File: src/rtl/core/cst_pkg.sv
// ----------------------------------------------------------------------------
// cst_pkg: shared types and constants for the comment-skipping tokenizer
// scan modes, token codes, character constants and the per-byte result bundle
// ----------------------------------------------------------------------------
package cst_pkg;

  localparam int TOKEN_CAP_MAX = 1024;
  localparam int CAP_W         = 11;
  localparam int LEN_W         = $clog2(TOKEN_CAP_MAX + 1);

  localparam logic [CAP_W-1:0] TOKEN_CAP_RESET = CAP_W'(TOKEN_CAP_MAX);

  localparam logic [7:0] CH_NUL     = 8'h00;
  localparam logic [7:0] CH_SPACE   = 8'h20;
  localparam logic [7:0] CH_NEWLINE = 8'h0a;
  localparam logic [7:0] CH_QUOTE   = 8'h22;
  localparam logic [7:0] CH_STAR    = 8'h2a;
  localparam logic [7:0] CH_SLASH   = 8'h2f;

  typedef enum logic [2:0] {
    MODE_SKIP   = 3'd0,
    MODE_SLASH  = 3'd1,
    MODE_LINE   = 3'd2,
    MODE_BLOCK  = 3'd3,
    MODE_STAR   = 3'd4,
    MODE_STRING = 3'd5,
    MODE_WORD   = 3'd6,
    MODE_DRAIN  = 3'd7
  } scan_mode_t;

  typedef enum logic {
    KIND_WORD   = 1'b0,
    KIND_STRING = 1'b1
  } token_kind_t;

  typedef enum logic [1:0] {
    STATUS_OK      = 2'd0,
    STATUS_TRUNC   = 2'd1,
    STATUS_DISCARD = 2'd2
  } token_status_t;

  // all results caused by one byte: up to two token bytes, then an optional
  // closing record (token end and/or buffer end)
  typedef struct packed {
    logic [1:0]    nchars;
    logic [7:0]    char0;
    logic [7:0]    char1;
    logic          has_end;
    logic          end_done;
    token_kind_t   end_kind;
    token_status_t end_status;
    logic          end_sdone;
  } bundle_t;

  // clamp the programmed cap to 1..TOKEN_CAP_MAX
  function automatic logic [LEN_W-1:0] cap_in_use(input logic [CAP_W-1:0] cap);
    logic [LEN_W-1:0] c;
    if (cap == '0) begin
      c = LEN_W'(1);
    end else if (int'(cap) > TOKEN_CAP_MAX) begin
      c = LEN_W'(TOKEN_CAP_MAX);
    end else begin
      c = LEN_W'(cap);
    end
    return c;
  endfunction

endpackage

File: src/rtl/core/comment_skipping_tokenizer.sv
// ----------------------------------------------------------------------------
// comment_skipping_tokenizer: byte-serial token parser with comment skipping
// streams token bytes and end-of-token records out of a text byte stream
// ----------------------------------------------------------------------------
// usage
//   input request: one text byte (text_byte) on in_valid / in_stall; a zero
//     byte ends the buffer and rearms the parser for the next one
//   output request: one result (token byte, or end-of-token / end-of-buffer
//     record) on out_valid / out_stall; last_of_run marks the final result
//     caused by one input byte
//   cfg_wr_en / cfg_wr_data load token_cap; write it only while idle
// latency and throughput
//   each accepted byte is parsed in the cycle it is taken; its results show
//   on the output from the next cycle on
//   one byte per cycle while every byte gives at most one result and
//   out_stall stays low; a byte that gives two or three results holds the
//   output port until all of them are taken; a two-entry result queue sets
//   the limit: in_stall rises only when both entries hold results not yet taken
// reset
//   parser between tokens, token_cap = 1024, result queue empty
// receiver stall
//   the head result holds steady; parsing goes on until the queue is full
// ----------------------------------------------------------------------------
module comment_skipping_tokenizer (
  input  logic                     clk,
  input  logic                     rst,
  // config
  input  logic                     cfg_wr_en,
  input  logic [cst_pkg::CAP_W-1:0] cfg_wr_data,
  // input request
  input  logic                     in_valid,
  output logic                     in_stall,
  input  logic [7:0]               text_byte,
  // output request
  output logic                     out_valid,
  input  logic                     out_stall,
  output logic [7:0]               token_char,
  output logic                     char_valid,
  output logic                     token_done,
  output logic                     token_kind,
  output logic [1:0]               token_status,
  output logic                     stream_done,
  output logic                     last_of_run
);

  // configuration
  logic [cst_pkg::CAP_W-1:0] token_cap;
  logic [cst_pkg::LEN_W-1:0] cap_use;

  // parser state
  cst_pkg::scan_mode_t       scan_mode, scan_mode_next;
  logic [cst_pkg::LEN_W-1:0] token_length, token_length_next;
  logic                      overflow_seen, overflow_seen_next;

  // per-byte result bundle
  cst_pkg::bundle_t          bnd;
  logic [cst_pkg::LEN_W-1:0] len_plus1;
  logic [cst_pkg::LEN_W-1:0] len_plus2;
  logic                      is_ws;   // zero and all bytes up to space
  logic                      in_accept;
  logic                      push;

  // result queue: two bundles plus a walk index into the head bundle
  cst_pkg::bundle_t          queue [2];
  logic                      wr_ptr;
  logic                      rd_ptr;
  logic [1:0]                q_count;
  logic [1:0]                sub_idx;
  cst_pkg::bundle_t          head;
  logic [1:0]                head_total;
  logic                      head_last;
  logic                      out_accept;
  logic                      pop;

  assign cap_use   = cst_pkg::cap_in_use(token_cap);
  assign in_stall  = (q_count == 2'd2);
  assign in_accept = in_valid && !in_stall;
  assign is_ws     = (text_byte <= cst_pkg::CH_SPACE);
  assign len_plus1 = token_length + cst_pkg::LEN_W'(1);
  assign len_plus2 = cst_pkg::LEN_W'(2);

  always_ff @(posedge clk) begin
    if (rst) begin
      token_cap <= cst_pkg::TOKEN_CAP_RESET;
    end else if (cfg_wr_en) begin
      token_cap <= cfg_wr_data;
    end
  end

  // parser state register
  always_ff @(posedge clk) begin
    if (rst) begin
      scan_mode     <= cst_pkg::MODE_SKIP;
      token_length  <= '0;
      overflow_seen <= 1'b0;
    end else if (in_accept) begin
      scan_mode     <= scan_mode_next;
      token_length  <= token_length_next;
      overflow_seen <= overflow_seen_next;
    end
  end

  // next mode and result bundle for the byte on the input
  always_comb begin
    scan_mode_next     = scan_mode;
    token_length_next  = token_length;
    overflow_seen_next = overflow_seen;
    bnd                = '0;
    bnd.end_kind       = cst_pkg::KIND_WORD;
    bnd.end_status     = cst_pkg::STATUS_OK;

    unique case (scan_mode)
      cst_pkg::MODE_SKIP: begin
        if (text_byte == cst_pkg::CH_NUL) begin
          bnd.has_end   = 1'b1;
          bnd.end_sdone = 1'b1;
        end else if (is_ws) begin
          // whitespace between tokens
        end else if (text_byte == cst_pkg::CH_SLASH) begin
          scan_mode_next = cst_pkg::MODE_SLASH;
        end else if (text_byte == cst_pkg::CH_QUOTE) begin
          scan_mode_next     = cst_pkg::MODE_STRING;
          token_length_next  = '0;
          overflow_seen_next = 1'b0;
        end else begin
          // first byte of a word
          bnd.nchars         = 2'd1;
          bnd.char0          = text_byte;
          token_length_next  = cst_pkg::LEN_W'(1);
          overflow_seen_next = 1'b0;
          if (cap_use == cst_pkg::LEN_W'(1)) begin
            bnd.has_end    = 1'b1;
            bnd.end_done   = 1'b1;
            bnd.end_status = cst_pkg::STATUS_DISCARD;
            bnd.end_sdone  = 1'b1;
            scan_mode_next = cst_pkg::MODE_DRAIN;
          end else begin
            scan_mode_next = cst_pkg::MODE_WORD;
          end
        end
      end

      cst_pkg::MODE_SLASH: begin
        if (text_byte == cst_pkg::CH_SLASH) begin
          scan_mode_next = cst_pkg::MODE_LINE;
        end else if (text_byte == cst_pkg::CH_STAR) begin
          scan_mode_next = cst_pkg::MODE_BLOCK;
        end else begin
          // lone slash opens a word
          bnd.nchars         = 2'd1;
          bnd.char0          = cst_pkg::CH_SLASH;
          token_length_next  = cst_pkg::LEN_W'(1);
          overflow_seen_next = 1'b0;
          if (cap_use == cst_pkg::LEN_W'(1)) begin
            bnd.has_end    = 1'b1;
            bnd.end_done   = 1'b1;
            bnd.end_status = cst_pkg::STATUS_DISCARD;
            bnd.end_sdone  = 1'b1;
            scan_mode_next = (text_byte == cst_pkg::CH_NUL) ? cst_pkg::MODE_SKIP
                                                            : cst_pkg::MODE_DRAIN;
          end else if (text_byte == cst_pkg::CH_NUL) begin
            bnd.has_end    = 1'b1;
            bnd.end_done   = 1'b1;
            bnd.end_sdone  = 1'b1;
            scan_mode_next = cst_pkg::MODE_SKIP;
          end else if (is_ws) begin
            bnd.has_end    = 1'b1;
            bnd.end_done   = 1'b1;
            scan_mode_next = cst_pkg::MODE_SKIP;
          end else begin
            // this byte is the word's second one
            bnd.nchars        = 2'd2;
            bnd.char1         = text_byte;
            token_length_next = len_plus2;
            if (len_plus2 >= cap_use) begin
              bnd.has_end    = 1'b1;
              bnd.end_done   = 1'b1;
              bnd.end_status = cst_pkg::STATUS_DISCARD;
              bnd.end_sdone  = 1'b1;
              scan_mode_next = cst_pkg::MODE_DRAIN;
            end else begin
              scan_mode_next = cst_pkg::MODE_WORD;
            end
          end
        end
      end

      cst_pkg::MODE_LINE: begin
        if (text_byte == cst_pkg::CH_NUL) begin
          bnd.has_end    = 1'b1;
          bnd.end_sdone  = 1'b1;
          scan_mode_next = cst_pkg::MODE_SKIP;
        end else if (text_byte == cst_pkg::CH_NEWLINE) begin
          scan_mode_next = cst_pkg::MODE_SKIP;
        end
      end

      cst_pkg::MODE_BLOCK: begin
        if (text_byte == cst_pkg::CH_NUL) begin
          bnd.has_end    = 1'b1;
          bnd.end_sdone  = 1'b1;
          scan_mode_next = cst_pkg::MODE_SKIP;
        end else if (text_byte == cst_pkg::CH_STAR) begin
          scan_mode_next = cst_pkg::MODE_STAR;
        end
      end

      cst_pkg::MODE_STAR: begin
        if (text_byte == cst_pkg::CH_NUL) begin
          bnd.has_end    = 1'b1;
          bnd.end_sdone  = 1'b1;
          scan_mode_next = cst_pkg::MODE_SKIP;
        end else if (text_byte == cst_pkg::CH_SLASH) begin
          scan_mode_next = cst_pkg::MODE_SKIP;
        end else if (text_byte != cst_pkg::CH_STAR) begin
          scan_mode_next = cst_pkg::MODE_BLOCK;
        end
      end

      cst_pkg::MODE_STRING: begin
        if (text_byte == cst_pkg::CH_NUL || text_byte == cst_pkg::CH_QUOTE) begin
          bnd.has_end    = 1'b1;
          bnd.end_done   = 1'b1;
          bnd.end_kind   = cst_pkg::KIND_STRING;
          bnd.end_status = overflow_seen ? cst_pkg::STATUS_TRUNC : cst_pkg::STATUS_OK;
          bnd.end_sdone  = (text_byte == cst_pkg::CH_NUL);
          scan_mode_next = cst_pkg::MODE_SKIP;
        end else if (token_length < cap_use) begin
          bnd.nchars        = 2'd1;
          bnd.char0         = text_byte;
          token_length_next = len_plus1;
        end else begin
          // past the cap: drop the byte, flag truncation
          overflow_seen_next = 1'b1;
        end
      end

      cst_pkg::MODE_WORD: begin
        if (text_byte == cst_pkg::CH_NUL) begin
          bnd.has_end    = 1'b1;
          bnd.end_done   = 1'b1;
          bnd.end_sdone  = 1'b1;
          scan_mode_next = cst_pkg::MODE_SKIP;
        end else if (is_ws) begin
          bnd.has_end    = 1'b1;
          bnd.end_done   = 1'b1;
          scan_mode_next = cst_pkg::MODE_SKIP;
        end else begin
          bnd.nchars        = 2'd1;
          bnd.char0         = text_byte;
          token_length_next = len_plus1;
          if (len_plus1 >= cap_use) begin
            bnd.has_end    = 1'b1;
            bnd.end_done   = 1'b1;
            bnd.end_status = cst_pkg::STATUS_DISCARD;
            bnd.end_sdone  = 1'b1;
            scan_mode_next = cst_pkg::MODE_DRAIN;
          end
        end
      end

      cst_pkg::MODE_DRAIN: begin
        // parsing ended: swallow bytes up to the buffer end
        if (text_byte == cst_pkg::CH_NUL) begin
          scan_mode_next = cst_pkg::MODE_SKIP;
        end
      end
    endcase
  end

  // bytes that cause no result never enter the queue
  assign push = in_accept && ((bnd.nchars != 2'd0) || bnd.has_end);

  // head of the queue and the result it shows
  assign head       = queue[rd_ptr];
  assign head_total = 2'(head.nchars + {1'b0, head.has_end});
  assign head_last  = (sub_idx == 2'(head_total - 2'd1));
  assign out_valid  = (q_count != 2'd0);
  assign out_accept = out_valid && !out_stall;
  assign pop        = out_accept && head_last;

  always_comb begin
    token_char   = '0;
    char_valid   = 1'b0;
    token_done   = 1'b0;
    token_kind   = 1'b0;
    token_status = '0;
    stream_done  = 1'b0;
    last_of_run  = head_last;
    if (sub_idx < head.nchars) begin
      token_char = (sub_idx == 2'd0) ? head.char0 : head.char1;
      char_valid = 1'b1;
    end else begin
      token_done   = head.end_done;
      token_kind   = head.end_kind;
      token_status = head.end_status;
      stream_done  = head.end_sdone;
    end
  end

  // queue payload
  always_ff @(posedge clk) begin
    if (push) begin
      queue[wr_ptr] <= bnd;
    end
  end

  // queue control
  always_ff @(posedge clk) begin
    if (rst) begin
      wr_ptr  <= 1'b0;
      rd_ptr  <= 1'b0;
      q_count <= '0;
      sub_idx <= '0;
    end else begin
      if (push) begin
        wr_ptr <= !wr_ptr;
      end
      if (pop) begin
        rd_ptr  <= !rd_ptr;
        sub_idx <= '0;
      end else if (out_accept) begin
        sub_idx <= sub_idx + 2'd1;
      end
      if (push && !pop) begin
        q_count <= q_count + 2'd1;
      end else if (pop && !push) begin
        q_count <= q_count - 2'd1;
      end
    end
  end

endmodule

File: config.mk
export PLATFORM = sky130hd
export DESIGN_NAME = comment_skipping_tokenizer
export DESIGN_NICKNAME = d
export VERILOG_FILES = /design/src/rtl/core/cst_pkg.sv /design/src/rtl/core/comment_skipping_tokenizer.sv
export SDC_FILE = /design/constraint.sdc
export NUM_CORES = 1
export LEC_CHECK = 0
export BUFFER_PORTS_ARGS = -buffer_cell sky130_fd_sc_hd__buf_2
export CORE_MARGIN = 2
export CORE_UTILIZATION = 50
export CTS_CLUSTER_SIZE = 8
export DETAILED_ROUTE_END_ITERATION = 12
export GPL_ROUTABILITY_DRIVEN = 0
export GPL_TIMING_DRIVEN = 1
export PLACE_DENSITY = 0.68
export REMOVE_ABC_BUFFERS = 1
export SYNTH_ARGS = -nofsm -noshare
export SYNTH_HDL_FRONTEND = slang
export SYNTH_SLANG_ARGS = --single-unit
File: constraint.sdc
create_clock -name clk -period 6.9 [get_ports clk]
set_clock_uncertainty 0.1 [all_clocks]
set_input_delay 1.38 -clock clk [delete_from_list [all_inputs] [get_ports clk]]
set_output_delay 1.38 -clock clk [all_outputs]
set_load 0.05 [all_outputs]
### After elaboration in Yosys (flattened, before gate mapping)

Memory sizes are Yosys's and may differ from the RTL's. A register that Yosys moved wholly into a read port is not among the register bits.
Cells that the tools add are included.

| cells by class | value |
|---|---|
| $add $sub $neg | 6 |
| $lt $le $gt $ge | 6 |
| equality and inequality tests | 31 |
| mux-type cells | 118 |
| reduce and logical (&&, ||, !) cells | 28 |

Operators by type and width:

| operator | number |
|---|---|
| $mux W11 | 11 |
| $mux W3 | 33 |
| $mux W9 | 7 |
| $mux W8 | 6 |
| $mux W2 | 23 |
| $pmux W11 S4 | 1 |
| $mux W20 | 2 |
| $pmux W10 S4 | 1 |
| $mux W1 | 26 |
| $eq A8 B6 Y1 const B | 3 |
| $ne A2 B2 Y1 const B | 12 |
| $pmux W3 S8 | 1 |
| $reduce_and A9 Y1 | 2 |
| $eq A3 B3 Y1 const B | 4 |
| $add A11 B1 Y11 const B | 1 |
| $eq A11 B1 Y1 const B | 1 |
| $ge A11 B11 Y1 | 1 |
| $ge A2 B11 Y1 const A | 1 |
| $gt A11 B11 Y1 const B | 1 |
| $logic_not A11 Y1 | 1 |
| $lt A11 B11 Y1 | 1 |
| $reduce_and A11 Y1 | 1 |
| $mux W10 | 1 |
| $pmux W1 S5 | 2 |
| other kinds (28) | 46 |

| word-level totals | value |
|---|---|
| bits in registers | 32 |
| memory bits (writable) | 48 |
| input port bits | 24 |
| output and inout port bits | 17 |
| memories | 1 |

Memory list:

| memory | depth | width | rd ports | clocked after memory_dff | wr ports | RTL line | text |
|---|---|---|---|---|---|---|---|
| queue | 2 | 24 | 1 | 1 | 1 | comment_skipping_tokenizer.sv:64 | `cst_pkg::bundle_t queue [2];` |

### Longest topological paths before layout

| logic depth | value |
|---|---|
| depth after elaboration | 18 |
| mapped depth | 14 |
| gate-level depth less buffers | 14 |

### Worst setup path before layout

Ideal clock, no wire load.

| path | value |
|---|---|
| kind | input to register |
| from | in text_byte[0] |
| to | mem queue[0][0] (netlist bit) (enable) |
| library setup time | 0.408 ns |
| arrival time | 4.122 ns |
| data required time | 6.392 ns |
| setup slack | 2.271 ns |
| stages on the path | 7 |
| path buffers | 1 |
| cells stage by stage | buf_2 or4_1 nor3_1 a31o_2 a2111oi_2 a21oi_2 nor2b_1 |

| between the ends | value |
|---|---|
| cells in the longest elaborated chain, start to end | 12 |
| elaborated cells on any way between the ends | 36 |
| classes of those cells | order compare (1); eq/ne (3); mux (27); reduce/logical (5) |

RTL lines:

| item | RTL line | text |
|---|---|---|
| from (decl) | comment_skipping_tokenizer.sv:33 | `input logic [7:0] text_byte,` |
| $le A8 B6 Y1 | comment_skipping_tokenizer.sv:78 | `assign is_ws = (text_byte <= cst_pkg::CH_SPACE);` |
| $mux W2 | comment_skipping_tokenizer.sv:166 | `end else if (is_ws) begin` |
| $mux W2 | comment_skipping_tokenizer.sv:161 | `end else if (text_byte == cst_pkg::CH_NUL) begin` |
| $mux W2 | comment_skipping_tokenizer.sv:154 | `if (cap_use == cst_pkg::LEN_W'(1)) begin` |
| $mux W20 | comment_skipping_tokenizer.sv:146 | `end else if (text_byte == cst_pkg::CH_STAR) begin` |
| $mux W20 | comment_skipping_tokenizer.sv:144 | `if (text_byte == cst_pkg::CH_SLASH) begin` |
| $pmux W10 S4 | comment_skipping_tokenizer.sv:112 | `unique case (scan_mode)` |
| $reduce_bool A2 Y1 | comment_skipping_tokenizer.sv:272 | `assign push = in_accept && ((bnd.nchars != 2'd0) \|\| bnd.has_end);` |
| $logic_or A1 B1 Y1 * | comment_skipping_tokenizer.sv:272 |  |
| $logic_and A1 B1 Y1 * | comment_skipping_tokenizer.sv:272 |  |
| named net push | comment_skipping_tokenizer.sv:61 | `logic push;` |
| $mux W1 * | comment_skipping_tokenizer.sv:303 | `if (push) begin` |
| $mux W1 (implied by the code) * | comment_skipping_tokenizer.sv:304 | `queue[wr_ptr] <= bnd;` |
| to (decl) | comment_skipping_tokenizer.sv:64 |  |

The timed path passes the listed nets; every way through them passes the cells marked *.

==> impl_metrics.tcl <==
set metrics [dict create \
    final-setup-viol-count 0 \
    die-area_sq_mm 0.01051 \
    ff_latch_area_sq_mm 0.002102 \
    coreArea_sq_mm 0.009328 \
    ys_warn_count 0 \
    ioPinCount 41 \
    hold_viol 0 \
    power_frac_seq_pct 34.8 \
    vias 3886 \
    synthXorXnorAreaFrac_pct 3.249 \
    wirelength_um 11290 \
    die_w_um 102.5 \
    place_worst_setup_slack_ns 2.210 \
    synthSimpleGateAreaFrac_pct 19.60 \
    ir_drop_v 0.0001779 \
    worst_pin_slew_ns 1.141 \
    switchingPower_mw 1.002 \
    switching_share_pct 45.19 \
    dr.pass1.iters 5 \
    crit_type "reg2out" \
    dpl.hpwl_um 8136 \
    numClockSinks 81 \
    grt_pass1_vias 3703 \
    async_flop_share_pct 0 \
    holdBufCountCts 0 \
    comb_power_share_pct 48.6 \
    crit_arrival_ns 3.25 \
    synthAdderAreaFrac_pct 6.962 \
    hold_path_class "reg2reg" \
    grt_setup_unrepaired "no" \
    synth_top_area_share_pct 29.71 \
    syn_to_final_growth_pct 9.850 \
    dpl.cell_count 621 \
    drtAntennaViolNets 0 \
    synth_cell_types 65 \
    cts_resized 0 \
    clk_pin_slew_ns 0.09 \
    gr-total-overflow 0 \
    via_per_inst 6.100 \
    cts_buffer_depth 2 \
    cp.required_ns 5.42 \
    antenna_found_initial 0 \
    synth_mux_area_share_pct 8.277 \
    rows 35 \
    worstSetupEndpointType "primary output" \
    period_minus_slack_ns 4.729 \
    start_kind "register" \
    synth_area_leaders "edfxtp_1, dfxtp_1, ha_1" \
    ys_seq_elements 81 \
    fmax_mhz 211.5 \
    fin_cells 637 \
    setup_slack_ns 2.171 \
    synth_ff_type "edfxtp_1" \
    p_total_mw 2.217 \
    fillers 814 \
    drt-initial-drc-count 305 \
    max_stage_delay_ns 1.02 \
    drc_errors 0 \
    synth_top_family_by_area "simple AND/OR/NAND/NOR gates" \
    antenna_cells 0 \
    htree_levels 3 \
    crit_fanout 16 \
    grt_use_total_pct 22.58 \
    clk_latency_ns 0.35 \
    finalCritPeriodShare_pct 68.54 \
    root_buffer "clkbuf_8" \
    design_area_sq_mm 0.005330 \
    p_clk_share_pct 16.7 \
    power.density_mw_per_mm2 416.0 \
    cts_buffers 9 \
    p_int_mw 1.215 \
    yosysSeqAreaShare_pct 43.32 \
    cts_setup_buffers 0 \
    cts_tree "done" \
    die_h_um 102.5 \
    synth_cells 477 \
    slew_violations 0 \
    path_cells "mux2i_1 -> ha_1 -> o21a_1 -> nor2_1 -> and2_1 -> buf_2" \
    slew_headroom_pct 23.91 \
    avgRoutedWirePerCell_um 17.72 \
    synth_area_per_cell_sq_um 10.17 \
    synth_edf_count 48 \
    fin_nets 554 \
    crit_path_top_delay_cell "dfxtp_1" \
    synth_area_sq_mm 0.004852 \
    grt_max_degree 31 \
    utilization_pct 57.14 \
    port_buffers 40 \
    synth-compound-area-share_pct 15.45 \
    p_leak_nw 2.123 \
    placed_area_sq_mm 0.005120 \
    cap_viol_max_count 0 \
    yosysTopAreaCell "edfxtp_1" \
    drive_gt1_share_pct 15.55 \
    grt_pass1_wl_um 18200 \
    start_util_pct 52.02 \
    finalSetupTns_ns 0 \
    fin_hold_ws_ns 0.4013 \
    status "finished, final reports clean" \
    multi_input_area_sq_mm 0.002600 \
]
-- flip-flops by register name, summed over array words and instances, names as in the netlist, named ones only --
| name | flops |
|---|---|
| sub_idx | 2 |
| scan_mode | 3 |
| rd_ptr | 1 |
| overflow_seen | 1 |
| token_cap | 11 |
| token_length | 11 |
| wr_ptr | 1 |
| queue | 48 |
| q_count | 2 |
-- power groups by stage --
stage	Sequential, mW	Combinational [mW]	Clock (mW)
after detailed placement	0.781	1.07	0
after global placement	0.775	1.06	0
final	0.771	1.08	0.369
after CTS	0.770	1.07	0.377
after floorplan	0.749	0.822	0
after global routing	0.785	1.16	0.395
-- synthesized netlist by cell type (9+ instances only) --
library cell	instances
inv_1	11
a21oi_1	21
a21o_1	13
xnor2_1	10
and3_1	9
edfxtp_1	48
o21ai_0	14
and2_1	16
clkbuf_1	14
nor3_1	13
nand2_1	32
ha_1	27
or3_1	10
dfxtp_1	33
mux2i_1	21
nand3_1	14
nor2_1	49
-- cell families after synthesis --
group	Yosys count
xor gates and xnor gates	18
adders and majority gates	27
buffers and inverters	38
and+or+nand+nor	181
muxes	30
AOI/OAI and AO/OA	102
DFF	81
-- critical path, delay by kind of cell (launching register included) --
kind | cells | cell delay [ns]
DFF | 1 | 1.02
buffers and inverters | 1 | 0.26
and+or+nand+nor | 2 | 0.86
adders and majority gates | 1 | 0.28
muxes | 1 | 0.36
AOI/OAI and AO/OA | 1 | 0.11
-- routing by layer --
| layer | vias up | global-route usage [%] | wire length, um |
|---|---|---|---|
| met5 | - | 0 | 0 |
| met4 | 0 | 7.179 | 230 |
| li1 | 1845 | - | - |
| met1 | 1846 | 27.37 | 4720 |
| met2 | 178 | 39.72 | 5529 |
| met3 | 17 | 5.356 | 810 |
-- worst paths after layout --
kind | from | endpoint | slack [ns] | cells after the start
max | register | token_char[6] | 2.17 | 6
min | q_count[1] | q_count[1] | 0.40 | 2
min reg2reg | q_count[1] | q_count[1] | 0.40 | 2
max reg2reg | token_cap[4] | queue[0][10] | 3.05 | 12
-- cell usage in the layout, fill, tap and decap left out, types with 7 or more instances in the layout --
cell type,instances
a21oi_1,21
xor2_1,8
nor3_1,13
clkbuf_8,10
nor2_1,49
nand3_1,14
o21ai_0,14
ha_1,27
xnor2_1,10
a21o_1,13
nand2b_1,7
or3_1,10
dfxtp_1,33
inv_1,11
mux2i_1,21
nand2_1,32
buf_2,40
and2_1,16
edfxtp_1,48
mux4_2,8
and3_1,9
-- cell type report --
cell class | count | area share [%]
multi-input cells | 358 | 48.78
flip-flops and latches | 81 | 39.44
repair buffers | 42 | 4.038
well taps | 129 | 3.028
clock buffers | 10 | 2.582
clock inverters | 6 | 1.362
inverters | 11 | 0.7746
(Power assumes the default switching activity.)
